===== src/hdl/dsf_pkg.sv =====
package dsf_pkg;

   localparam int CHAR_W      = 8;
   localparam int DIGIT_W     = 4;
   localparam int INT_W       = 31;
   localparam int FRAC_ACC_W  = 30;
   localparam int COUNT_W     = 4;
   localparam int VALUE_W     = 64;
   localparam int QUEUE_DEPTH = 2;

   localparam int FRAC_BITS_DEFAULT       = 32;
   localparam int MAX_FRAC_DIGITS_DEFAULT = 9;

   localparam logic [CHAR_W-1:0] CHAR_TAB   = 8'd9;
   localparam logic [CHAR_W-1:0] CHAR_CR    = 8'd13;
   localparam logic [CHAR_W-1:0] CHAR_SPACE = 8'd32;
   localparam logic [CHAR_W-1:0] CHAR_PLUS  = 8'd43;
   localparam logic [CHAR_W-1:0] CHAR_MINUS = 8'd45;
   localparam logic [CHAR_W-1:0] CHAR_POINT = 8'd46;
   localparam logic [CHAR_W-1:0] CHAR_ZERO  = 8'd48;
   localparam logic [CHAR_W-1:0] CHAR_NINE  = 8'd57;

   localparam logic [INT_W-1:0] INT_MAX = {INT_W{1'b1}};

   // one finished string, waiting for the fraction division
   typedef struct packed {
      logic                  negative;
      logic                  saturated;
      logic [INT_W-1:0]      int_acc;
      logic [FRAC_ACC_W-1:0] frac_acc;
      logic [COUNT_W-1:0]    digit_count;
   } job_type;

   function automatic logic [FRAC_ACC_W-1:0] pow10(input logic [COUNT_W-1:0] n);
      logic [FRAC_ACC_W-1:0] p;
      unique case (n)
         4'd0:    p = 30'd1;
         4'd1:    p = 30'd10;
         4'd2:    p = 30'd100;
         4'd3:    p = 30'd1000;
         4'd4:    p = 30'd10000;
         4'd5:    p = 30'd100000;
         4'd6:    p = 30'd1000000;
         4'd7:    p = 30'd10000000;
         4'd8:    p = 30'd100000000;
         4'd9:    p = 30'd1000000000;
         default: p = 30'd1;
      endcase
      return p;
   endfunction

endpackage


===== src/hdl/dsf_req_if.sv =====
interface dsf_req_if import dsf_pkg::*; ();
   logic              valid;
   logic              ready;
   logic [CHAR_W-1:0] char_code;
   logic              end_of_text;

   modport source (output valid, output char_code, output end_of_text, input ready);
   modport sink (input valid, input char_code, input end_of_text, output ready);
endinterface


===== src/hdl/dsf_rsp_if.sv =====
interface dsf_rsp_if import dsf_pkg::*; ();
   logic                      valid;
   logic                      ready;
   logic signed [VALUE_W-1:0] value;
   logic                      overflowed;

   modport source (output valid, output value, output overflowed, input ready);
   modport sink (input valid, input value, input overflowed, output ready);
endinterface


===== src/hdl/decimal_string_to_fixed_point_top.sv =====
// Decimal text to signed fixed point (Q31.FRAC_BITS in a 64-bit word).
// req_chan takes one ASCII character per item, with end_of_text marking the
// last character of a string; rsp_chan gives one item (value, overflowed)
// per string, in string order. Both are valid/ready channels.
// The parser front end takes one character every cycle while the queue is
// not full. On the last character the parsed string goes into a two-entry
// queue and the parser restarts at once. The back end takes one string at a
// time; it divides the kept fraction digits by a power of ten one quotient
// bit per cycle, then rounds, adds the integer part and applies the sign.
// Sustained rate is one character per cycle as long as the back end keeps
// pace with the strings; otherwise the queue fills and req ready drops
// until the divider frees an entry.
// A stalled result stays in the output register; the divider finishes the
// next string and holds it until the register frees, while the queue keeps
// taking strings until it is full.
// Synchronous reset returns the parser to leading blanks and empties the
// queue and the output register.
module decimal_string_to_fixed_point_top import dsf_pkg::*; #(
   parameter int FRAC_BITS       = FRAC_BITS_DEFAULT,
   parameter int MAX_FRAC_DIGITS = MAX_FRAC_DIGITS_DEFAULT
) (
   input  logic      clock,
   input  logic      reset,
   dsf_req_if.sink   req_chan,
   dsf_rsp_if.source rsp_chan
);

   logic    push_valid;
   job_type push_job;
   logic    queue_full;
   logic    pop_valid;
   logic    pop_ready;
   job_type pop_job;

   dsf_front #(
      .MAX_FRAC_DIGITS(MAX_FRAC_DIGITS)
   ) u_front (
      .clock      (clock),
      .reset      (reset),
      .req_chan   (req_chan),
      .queue_full (queue_full),
      .push_valid (push_valid),
      .push_job   (push_job)
   );

   dsf_queue u_queue (
      .clock      (clock),
      .reset      (reset),
      .push_valid (push_valid),
      .push_job   (push_job),
      .full       (queue_full),
      .pop_valid  (pop_valid),
      .pop_ready  (pop_ready),
      .pop_job    (pop_job)
   );

   dsf_back #(
      .FRAC_BITS(FRAC_BITS)
   ) u_back (
      .clock     (clock),
      .reset     (reset),
      .pop_valid (pop_valid),
      .pop_ready (pop_ready),
      .pop_job   (pop_job),
      .rsp_chan  (rsp_chan)
   );

   // the parser never hands over a string the queue cannot hold
   a_push_not_full: assert property (@(posedge clock) disable iff (reset)
      push_valid |-> !queue_full)
      else $error("string pushed into a full queue");

   // every accepted last character produces a queue entry
   a_last_pushes: assert property (@(posedge clock) disable iff (reset)
      (req_chan.valid && req_chan.ready && req_chan.end_of_text) |-> push_valid)
      else $error("end of string without a queue entry");

   // the divider takes one string at a time
   a_one_job: assert property (@(posedge clock) disable iff (reset)
      (pop_valid && pop_ready) |=> !pop_ready)
      else $error("divider accepted a string while busy");

endmodule


===== src/hdl/dsf_front.sv =====
module dsf_front import dsf_pkg::*; #(
   parameter int MAX_FRAC_DIGITS = MAX_FRAC_DIGITS_DEFAULT
) (
   input  logic      clock,
   input  logic      reset,
   dsf_req_if.sink   req_chan,
   input  logic      queue_full,
   output logic      push_valid,
   output job_type   push_job
);

   localparam logic [1:0] PH_BLANK = 2'd0;
   localparam logic [1:0] PH_INT   = 2'd1;
   localparam logic [1:0] PH_FRAC  = 2'd2;
   localparam logic [1:0] PH_DONE  = 2'd3;

   logic [1:0]            phase_ff, phase_in;
   logic                  negative_ff, negative_in;
   logic                  saturated_ff, saturated_in;
   logic [INT_W-1:0]      int_acc_ff, int_acc_in;
   logic [FRAC_ACC_W-1:0] frac_acc_ff, frac_acc_in;
   logic [COUNT_W-1:0]    count_ff, count_in;

   logic [CHAR_W-1:0]  c;
   logic [DIGIT_W-1:0] digit;
   logic               is_digit;
   logic               is_blank;
   logic [INT_W+3:0]   int_wide;
   logic               accept;

   assign c        = req_chan.char_code;
   assign digit    = c[DIGIT_W-1:0];
   assign is_digit = (c >= CHAR_ZERO) && (c <= CHAR_NINE);
   assign is_blank = (c == CHAR_SPACE) || ((c >= CHAR_TAB) && (c <= CHAR_CR));
   assign int_wide = ({4'b0, int_acc_ff} << 3) + ({4'b0, int_acc_ff} << 1)
                     + {{(INT_W){1'b0}}, digit};

   assign req_chan.ready = !queue_full;
   assign accept         = req_chan.valid && req_chan.ready;

   // state after this item, before the restart at the end of a string
   always_comb begin
      logic int_digit;
      logic frac_digit;
      int_digit    = 1'b0;
      frac_digit   = 1'b0;
      phase_in     = phase_ff;
      negative_in  = negative_ff;
      saturated_in = saturated_ff;
      int_acc_in   = int_acc_ff;
      frac_acc_in  = frac_acc_ff;
      count_in     = count_ff;
      unique case (phase_ff)
         PH_BLANK: begin
            priority if (is_blank) begin
               phase_in = PH_BLANK;
            end else if (c == CHAR_MINUS) begin
               negative_in = 1'b1;
               phase_in    = PH_INT;
            end else if (c == CHAR_PLUS) begin
               phase_in = PH_INT;
            end else if (is_digit) begin
               int_digit = 1'b1;
               phase_in  = PH_INT;
            end else if (c == CHAR_POINT) begin
               phase_in = PH_FRAC;
            end else begin
               phase_in = PH_DONE;
            end
         end
         PH_INT: begin
            priority if (is_digit) begin
               int_digit = 1'b1;
            end else if (c == CHAR_POINT) begin
               phase_in = PH_FRAC;
            end else begin
               phase_in = PH_DONE;
            end
         end
         PH_FRAC: begin
            if (is_digit) begin
               frac_digit = 1'b1;
            end else begin
               phase_in = PH_DONE;
            end
         end
         PH_DONE: begin
            phase_in = PH_DONE;
         end
      endcase
      if (int_digit && !saturated_ff) begin
         if (int_wide > {4'b0, INT_MAX}) begin
            int_acc_in   = INT_MAX;
            saturated_in = 1'b1;
         end else begin
            int_acc_in = int_wide[INT_W-1:0];
         end
      end
      if (frac_digit && (count_ff < COUNT_W'(MAX_FRAC_DIGITS))) begin
         frac_acc_in = FRAC_ACC_W'((frac_acc_ff << 3) + (frac_acc_ff << 1)
                                   + {{(FRAC_ACC_W-DIGIT_W){1'b0}}, digit});
         count_in    = count_ff + 1'b1;
      end
   end

   assign push_valid           = accept && req_chan.end_of_text;
   assign push_job.negative    = negative_in;
   assign push_job.saturated   = saturated_in;
   assign push_job.int_acc     = int_acc_in;
   assign push_job.frac_acc    = frac_acc_in;
   assign push_job.digit_count = count_in;

   always_ff @(posedge clock) begin
      if (reset || push_valid) begin
         phase_ff     <= PH_BLANK;
         negative_ff  <= 1'b0;
         saturated_ff <= 1'b0;
         int_acc_ff   <= '0;
         frac_acc_ff  <= '0;
         count_ff     <= '0;
      end else if (accept) begin
         phase_ff     <= phase_in;
         negative_ff  <= negative_in;
         saturated_ff <= saturated_in;
         int_acc_ff   <= int_acc_in;
         frac_acc_ff  <= frac_acc_in;
         count_ff     <= count_in;
      end
   end

endmodule


===== src/hdl/dsf_queue.sv =====
module dsf_queue import dsf_pkg::*; (
   input  logic    clock,
   input  logic    reset,
   input  logic    push_valid,
   input  job_type push_job,
   output logic    full,
   output logic    pop_valid,
   input  logic    pop_ready,
   output job_type pop_job
);

   localparam int PTR_W = (QUEUE_DEPTH > 1) ? $clog2(QUEUE_DEPTH) : 1;
   localparam int LVL_W = $clog2(QUEUE_DEPTH + 1);

   job_type            entry_ff [QUEUE_DEPTH];
   logic [PTR_W-1:0]   wr_ptr_ff, wr_ptr_in;
   logic [PTR_W-1:0]   rd_ptr_ff, rd_ptr_in;
   logic [LVL_W-1:0]   level_ff, level_in;
   logic               do_push;
   logic               do_pop;

   assign full      = (level_ff == LVL_W'(QUEUE_DEPTH));
   assign pop_valid = (level_ff != '0);
   assign pop_job   = entry_ff[rd_ptr_ff];
   assign do_push   = push_valid && !full;
   assign do_pop    = pop_valid && pop_ready;

   always_comb begin
      wr_ptr_in = wr_ptr_ff;
      rd_ptr_in = rd_ptr_ff;
      level_in  = level_ff;
      if (do_push) begin
         wr_ptr_in = (wr_ptr_ff == PTR_W'(QUEUE_DEPTH - 1)) ? '0 : wr_ptr_ff + 1'b1;
      end
      if (do_pop) begin
         rd_ptr_in = (rd_ptr_ff == PTR_W'(QUEUE_DEPTH - 1)) ? '0 : rd_ptr_ff + 1'b1;
      end
      if (do_push && !do_pop) begin
         level_in = level_ff + 1'b1;
      end else if (do_pop && !do_push) begin
         level_in = level_ff - 1'b1;
      end
   end

   always_ff @(posedge clock) begin
      if (reset) begin
         wr_ptr_ff <= '0;
         rd_ptr_ff <= '0;
         level_ff  <= '0;
      end else begin
         wr_ptr_ff <= wr_ptr_in;
         rd_ptr_ff <= rd_ptr_in;
         level_ff  <= level_in;
      end
   end

   always_ff @(posedge clock) begin
      if (do_push) begin
         entry_ff[wr_ptr_ff] <= push_job;
      end
   end

endmodule


===== src/hdl/dsf_back.sv =====
module dsf_back import dsf_pkg::*; #(
   parameter int FRAC_BITS = FRAC_BITS_DEFAULT
) (
   input  logic      clock,
   input  logic      reset,
   input  logic      pop_valid,
   output logic      pop_ready,
   input  job_type   pop_job,
   dsf_rsp_if.source rsp_chan
);

   localparam int CNT_W = $clog2(FRAC_BITS + 1);

   localparam logic [1:0] ST_IDLE = 2'd0;
   localparam logic [1:0] ST_DIV  = 2'd1;
   localparam logic [1:0] ST_FIN  = 2'd2;

   logic [1:0]                state_ff, state_in;
   job_type                   job_ff, job_in;
   logic [FRAC_ACC_W-1:0]     rem_ff, rem_in;
   logic [FRAC_ACC_W-1:0]     div_ff, div_in;
   logic [FRAC_BITS-1:0]      quot_ff, quot_in;
   logic [CNT_W-1:0]          cnt_ff, cnt_in;
   logic                      out_valid_ff, out_valid_in;
   logic signed [VALUE_W-1:0] value_ff, value_in;
   logic                      overflowed_ff, overflowed_in;

   logic [FRAC_ACC_W:0]  rem_shift;
   logic                 rem_ge;
   logic [FRAC_BITS:0]   quot_round;
   logic [FRAC_BITS-1:0] frac_bits;
   logic [VALUE_W-1:0]   magnitude;
   logic                 out_free;

   assign rem_shift = {rem_ff, 1'b0};
   assign rem_ge    = (rem_shift >= {1'b0, div_ff});
   // after the last quotient bit, twice the remainder against the divisor decides rounding
   assign quot_round = {1'b0, quot_ff} + {{FRAC_BITS{1'b0}}, rem_ge};
   assign frac_bits  = quot_round[FRAC_BITS] ? {FRAC_BITS{1'b1}} : quot_round[FRAC_BITS-1:0];
   assign magnitude  = (VALUE_W'(job_ff.int_acc) << FRAC_BITS) | VALUE_W'(frac_bits);
   assign out_free   = !out_valid_ff || rsp_chan.ready;
   assign pop_ready  = (state_ff == ST_IDLE);

   always_comb begin
      state_in      = state_ff;
      job_in        = job_ff;
      rem_in        = rem_ff;
      div_in        = div_ff;
      quot_in       = quot_ff;
      cnt_in        = cnt_ff;
      value_in      = value_ff;
      overflowed_in = overflowed_ff;
      out_valid_in  = out_valid_ff && !rsp_chan.ready;
      unique case (state_ff)
         ST_IDLE: begin
            if (pop_valid) begin
               job_in   = pop_job;
               rem_in   = pop_job.frac_acc;
               div_in   = pow10(pop_job.digit_count);
               quot_in  = '0;
               cnt_in   = CNT_W'(FRAC_BITS);
               state_in = ST_DIV;
            end
         end
         ST_DIV: begin
            // one quotient bit per cycle, restoring
            if (rem_ge) begin
               rem_in = FRAC_ACC_W'(rem_shift - {1'b0, div_ff});
            end else begin
               rem_in = rem_shift[FRAC_ACC_W-1:0];
            end
            quot_in = {quot_ff[FRAC_BITS-2:0], rem_ge};
            cnt_in  = cnt_ff - 1'b1;
            if (cnt_ff == CNT_W'(1)) begin
               state_in = ST_FIN;
            end
         end
         ST_FIN: begin
            if (out_free) begin
               value_in      = job_ff.negative ? -magnitude : magnitude;
               overflowed_in = job_ff.saturated;
               out_valid_in  = 1'b1;
               state_in      = ST_IDLE;
            end
         end
         default: begin
            state_in = ST_IDLE;
         end
      endcase
   end

   always_ff @(posedge clock) begin
      if (reset) begin
         state_ff     <= ST_IDLE;
         out_valid_ff <= 1'b0;
      end else begin
         state_ff     <= state_in;
         out_valid_ff <= out_valid_in;
      end
   end

   always_ff @(posedge clock) begin
      job_ff        <= job_in;
      rem_ff        <= rem_in;
      div_ff        <= div_in;
      quot_ff       <= quot_in;
      cnt_ff        <= cnt_in;
      value_ff      <= value_in;
      overflowed_ff <= overflowed_in;
   end

   assign rsp_chan.valid      = out_valid_ff;
   assign rsp_chan.value      = value_ff;
   assign rsp_chan.overflowed = overflowed_ff;

endmodule

===== src/flat_wrapper.sv =====
// flat-port wrapper written by rule: the top's interface ports become plain ports
module decimal_string_to_fixed_point_top_flat import dsf_pkg::*;
#(
   parameter int FRAC_BITS       = FRAC_BITS_DEFAULT,
   parameter int MAX_FRAC_DIGITS = MAX_FRAC_DIGITS_DEFAULT
)
  (clock, reset, req_chan_valid, req_chan_char_code, req_chan_end_of_text, req_chan_ready, rsp_chan_valid, rsp_chan_value, rsp_chan_overflowed, rsp_chan_ready);
  dsf_req_if req_chan_i ();
  dsf_rsp_if rsp_chan_i ();
  input  logic clock;
  input  logic reset;
  input wire logic [$bits(req_chan_i.valid)-1:0] req_chan_valid;
  input wire logic [$bits(req_chan_i.char_code)-1:0] req_chan_char_code;
  input wire logic [$bits(req_chan_i.end_of_text)-1:0] req_chan_end_of_text;
  output wire logic [$bits(req_chan_i.ready)-1:0] req_chan_ready;
  output wire logic [$bits(rsp_chan_i.valid)-1:0] rsp_chan_valid;
  output wire logic [$bits(rsp_chan_i.value)-1:0] rsp_chan_value;
  output wire logic [$bits(rsp_chan_i.overflowed)-1:0] rsp_chan_overflowed;
  input wire logic [$bits(rsp_chan_i.ready)-1:0] rsp_chan_ready;
  assign req_chan_i.valid = req_chan_valid;
  assign req_chan_i.char_code = req_chan_char_code;
  assign req_chan_i.end_of_text = req_chan_end_of_text;
  assign req_chan_ready = req_chan_i.ready;
  assign rsp_chan_valid = rsp_chan_i.valid;
  assign rsp_chan_value = rsp_chan_i.value;
  assign rsp_chan_overflowed = rsp_chan_i.overflowed;
  assign rsp_chan_i.ready = rsp_chan_ready;
  decimal_string_to_fixed_point_top #(.FRAC_BITS(FRAC_BITS), .MAX_FRAC_DIGITS(MAX_FRAC_DIGITS)) u_core (.clock(clock), .reset(reset), .req_chan(req_chan_i), .rsp_chan(rsp_chan_i));
endmodule

===== config.mk =====
export PLATFORM = sky130hd
export DESIGN_NAME = decimal_string_to_fixed_point_top_flat
export DESIGN_NICKNAME = d
export VERILOG_FILES = /design/src/hdl/dsf_pkg.sv /design/src/hdl/dsf_req_if.sv /design/src/hdl/dsf_rsp_if.sv /design/src/hdl/decimal_string_to_fixed_point_top.sv /design/src/hdl/dsf_front.sv /design/src/hdl/dsf_queue.sv /design/src/hdl/dsf_back.sv /design/src/flat_wrapper.sv
export SDC_FILE = /design/constraint.sdc
export NUM_CORES = 1
export LEC_CHECK = 0
export BUFFER_PORTS_ARGS = -buffer_cell sky130_fd_sc_hd__buf_2
export CAP_MARGIN = 0
export CORE_MARGIN = 3
export CORE_UTILIZATION = 31
export CTS_CLUSTER_DIAMETER = 50
export DETAILED_ROUTE_END_ITERATION = 7
export SLEW_MARGIN = 15
export SYNTH_ARGS = -nofsm -noshare
export SYNTH_HDL_FRONTEND = slang
export SYNTH_HIERARCHICAL = 1
export SYNTH_SLANG_ARGS = --single-unit

===== constraint.sdc =====
create_clock -name clock -period 11.19 [get_ports clock]
set_input_delay 0 -clock clock [delete_from_list [all_inputs] [get_ports clock]]
set_output_delay 0 -clock clock [all_outputs]
set_load 0.01 [all_outputs]

==> flow_metrics.tcl <==
set metrics [dict create \
    min-delay-start "req_chan_char_code[6]" \
    final_cell_area_sq_um 27950 \
    critPathMaxFanout 28 \
    power_density_nw_per_um2 234.8 \
    power_leakage_nw 10.90 \
    drt_iter0_drc 1428 \
    power_frac_seq 0.362 \
    p_sw_w 0.002541 \
    initial_core_util 0.3164 \
    hold_violations 0 \
    antenna_found_initial 4 \
    final.setup_skew_ns 0.02096 \
    grt_max_degree 68 \
    dp_hpwl_microns 45170 \
    yosys_warnings 6 \
    area_growth_pct 12.92 \
    p_int_w 0.004020 \
    r2r_cells 18 \
    r2r_start "u_core/u_back/rem_ff[5]" \
    synth_nets 2597 \
    final_nets 2638 \
    fin_crit_sh 0.6285 \
    grt_util_all_layers 0.1498 \
    setup_viol 0 \
    syn-cell-area_sq_um 24750 \
    clock_power_share 0.253 \
    critPathArrivalTime_ns 7.37 \
    yosys.area.top_type "edfxtp_1" \
    dieArea_sq_um 83270 \
    clkTransAtPathRegs_ns 0.06 \
    synth_commonest_cells "323 x edfxtp_1, 202 x nor2_1, 192 x nand2_1, 158 x ha_1, 157 x a21oi_1" \
    synth_edf_count 323 \
    portBuffers 79 \
    p_comb_frac 0.385 \
    crit_required_ns 11.53 \
    numCtsBuffers 52 \
    slew_viol_final 0 \
    core_sq_um 78230 \
    first_pass_iters 5 \
    cts_sinks 400 \
    ios 80 \
    synth_top_area_frac 0.3919 \
    drc_errors 0 \
    async_flop_share 0 \
    grt_pass1_wl_microns 100100 \
    dpl_cell_area_sq_um 26090 \
    place_congestion 0.9129 \
    overflow 0 \
    rows 102 \
    ys_ff_latch 400 \
    worstSetupStartpointType "flop" \
    status "completed" \
    critPathKind "reg2reg" \
    vias 18725 \
    num-fill-cells 7796 \
    hp-class "in2reg" \
    reg2reg_slack_ns 4.16 \
    setup_slack_ns 4.157 \
    slew_headroom 0.3210 \
    drt-total-wl_microns 63630 \
    root_buffer "clkbuf_16" \
    vias_per_cell 5.281 \
    grt_setup_unrepaired "no" \
    drtAntennaViolNets 0 \
    ys.flop_type "edfxtp_1" \
    cts_setup_buffers 0 \
    first_global_vias 17528 \
    cts_tree "done" \
    cts_max_level 2 \
    drive_gt1_frac 0.1337 \
    clock.fmax_ghz 0.1422 \
    drv_cap 0 \
    dp_slack_ns 4.180 \
    period_needed_ns 7.033 \
    wl_per_cell_microns 17.94 \
    avgSynthCellArea_sq_um 10.22 \
    clock_path_buffers 3 \
    hold-path-endpoint "u_core/u_front/negative_ff" \
    syn_inst 2421 \
    die_x_microns 288.6 \
    ir_drop_uv 154.1 \
    setup.worst_path.end_class "flop" \
    yosysMostFrequentCell "edfxtp_1" \
    chipHeight_microns 288.6 \
    synth_area_leaders "edfxtp_1 39%, ha_1 8.0%, dfxtp_1 6.2%, mux2_2 3.9%, xnor2_1 3.3%" \
    synth_cell_types 92 \
    r2r_end "u_core/u_back/rsp_chan.value[26]" \
    seq_area_frac_synth 0.4542 \
    tns_ns 0 \
    hold_depth 4 \
    worst_pin_slew_ns 1.015 \
    clock_latency_ns 0.61 \
    sw_frac_of_total 0.3873 \
]
## cell type report
class	instances	area [sq um]	share of cell area
tap	1040	1301	0.04656
multi-input combinational	1813	12670	0.4533
antenna	1	2.502	0.00008953
sequential	400	11240	0.4022
timing repair buffer	113	678.2	0.02426
clock buffer	64	1396	0.04996
clock inverter	33	351.6	0.01258
inverter	82	307.8	0.01101
## worst max-delay path: stages (launching register included)
cell and delay (ns):
edfxtp_1 0.39, ha_1 0.42, and3_1 0.18, o211ai_1 0.09, a2111oi_0 0.50, buf_4 0.22
o21ai_0 0.14, a21oi_1 0.22, nor3_1 0.10, inv_2 0.63, ha_1 0.53, nand3_1 0.34
or4_1 0.64, or4_1 0.73, nand3_1 0.26, nor3_1 0.15, or4b_1 0.83, o31ai_1 0.18
xor2_1 0.19
## routing by layer
layer  vias to the layer above  wire, microns  global-route usage
li1                       9165              -                   -
met1                      8994          30340              0.2119
met2                       457          28510              0.2376
met3                       107           3069             0.01934
met4                         2           1694             0.04737
met5                         -             13                   0
## power by group through the flow
stage | Combinational, W | Clock (W) | Sequential, W
CTS | 0.00251 | 0.00171 | 0.00237
global placement | 0.00249 | 0 | 0.00240
finish | 0.00252 | 0.00166 | 0.00238
floorplan | 0.00200 | 0 | 0.00223
detailed placement | 0.00249 | 0 | 0.00240
global route | 0.00279 | 0.00177 | 0.00241
## logic make-up after synthesis
group	after synthesis	share of synthesized area
fa+ha+maj	163	0.08391
xor+xnor	141	0.04989
mux	122	0.05363
flops	400	0.4542
simple gates	792	0.1622
buf+inv	208	0.03579
compound gates	595	0.1604
## what timing repair did
action / 4_1_cts / 5_1_grt
hold endpoints to repair: 14 / 0
hold buffers: 11 / 0
resized for setup: 0 / 0
## how the worst max path moves through the flow
stage	cells past startpoint	start	slack (ns)	to
3_5_place_dp	18	u_core/u_back/rem_ff[5]	4.18	u_core/u_back/rsp_chan.value[26]
5_1_grt	18	u_core/u_back/rem_ff[6]	3.47	u_core/u_back/rsp_chan.value[55]
4_1_cts	18	u_core/u_back/rem_ff[5]	4.14	u_core/u_back/rsp_chan.value[26]
2_1_floorplan	24	u_core/u_back/rem_ff[5]	5.22	u_core/u_back/rsp_chan.value[28]
6_report	18	u_core/u_back/rem_ff[5]	4.16	u_core/u_back/rsp_chan.value[26]
3_3_place_gp	18	u_core/u_back/rem_ff[6]	4.33	u_core/u_back/rsp_chan.value[26]
## state kept, by name (all words and copies together), names as in the netlist, named ones only
name / count
u_core/u_queue/level_ff: 2
u_core/u_back/rem_ff: 30
u_core/u_front/int_acc_ff: 31
u_core/u_queue/wr_ptr_ff: 1
u_core/u_front/negative_ff: 1
u_core/u_back/state_ff: 2
u_core/u_queue/entry_ff: 134
u_core/u_front/saturated_ff: 1
u_core/u_back/cnt_ff: 6
u_core/u_back/quot_ff: 32
u_core/u_back/job_ff: 33
u_core/u_back/rsp_chan.value: 64
u_core/u_front/frac_acc_ff: 30
u_core/u_back/div_ff: 23
u_core/u_queue/rd_ptr_ff: 1
u_core/u_front/count_ff: 4
u_core/u_back/rsp_chan.overflowed: 1
u_core/u_back/rsp_chan.valid: 1
u_core/u_front/phase_ff: 2
## layout by cell type (no fill, tap or decap), drive strengths merged, types with 48 or more instances in the layout
cell type  count
a21oi        157
ha           158
and2          49
nor3          65
xor2          49
a21o          48
edfxtp       323
inv           93
dfxtp         77
o21ai        122
nand2        193
clkbuf        64
mux2          85
xnor2         92
a31oi         50
nor2         202
buf          102
## through the flow
stage,utilization,cells,hold WS [ns],total power (W)
after global routing,0.3572,3545,0.04757,0.006972
after CTS,0.3572,3545,0.001108,0.006594
after global placement,0.3335,3437,0.3550,0.004886
after floorplan,-,2421,0.06907,0.004234
after detailed placement,0.3335,3437,0.3557,0.004890
final,0.3573,3546,0.06521,0.006561
Power figures use the tool's default switching activity.
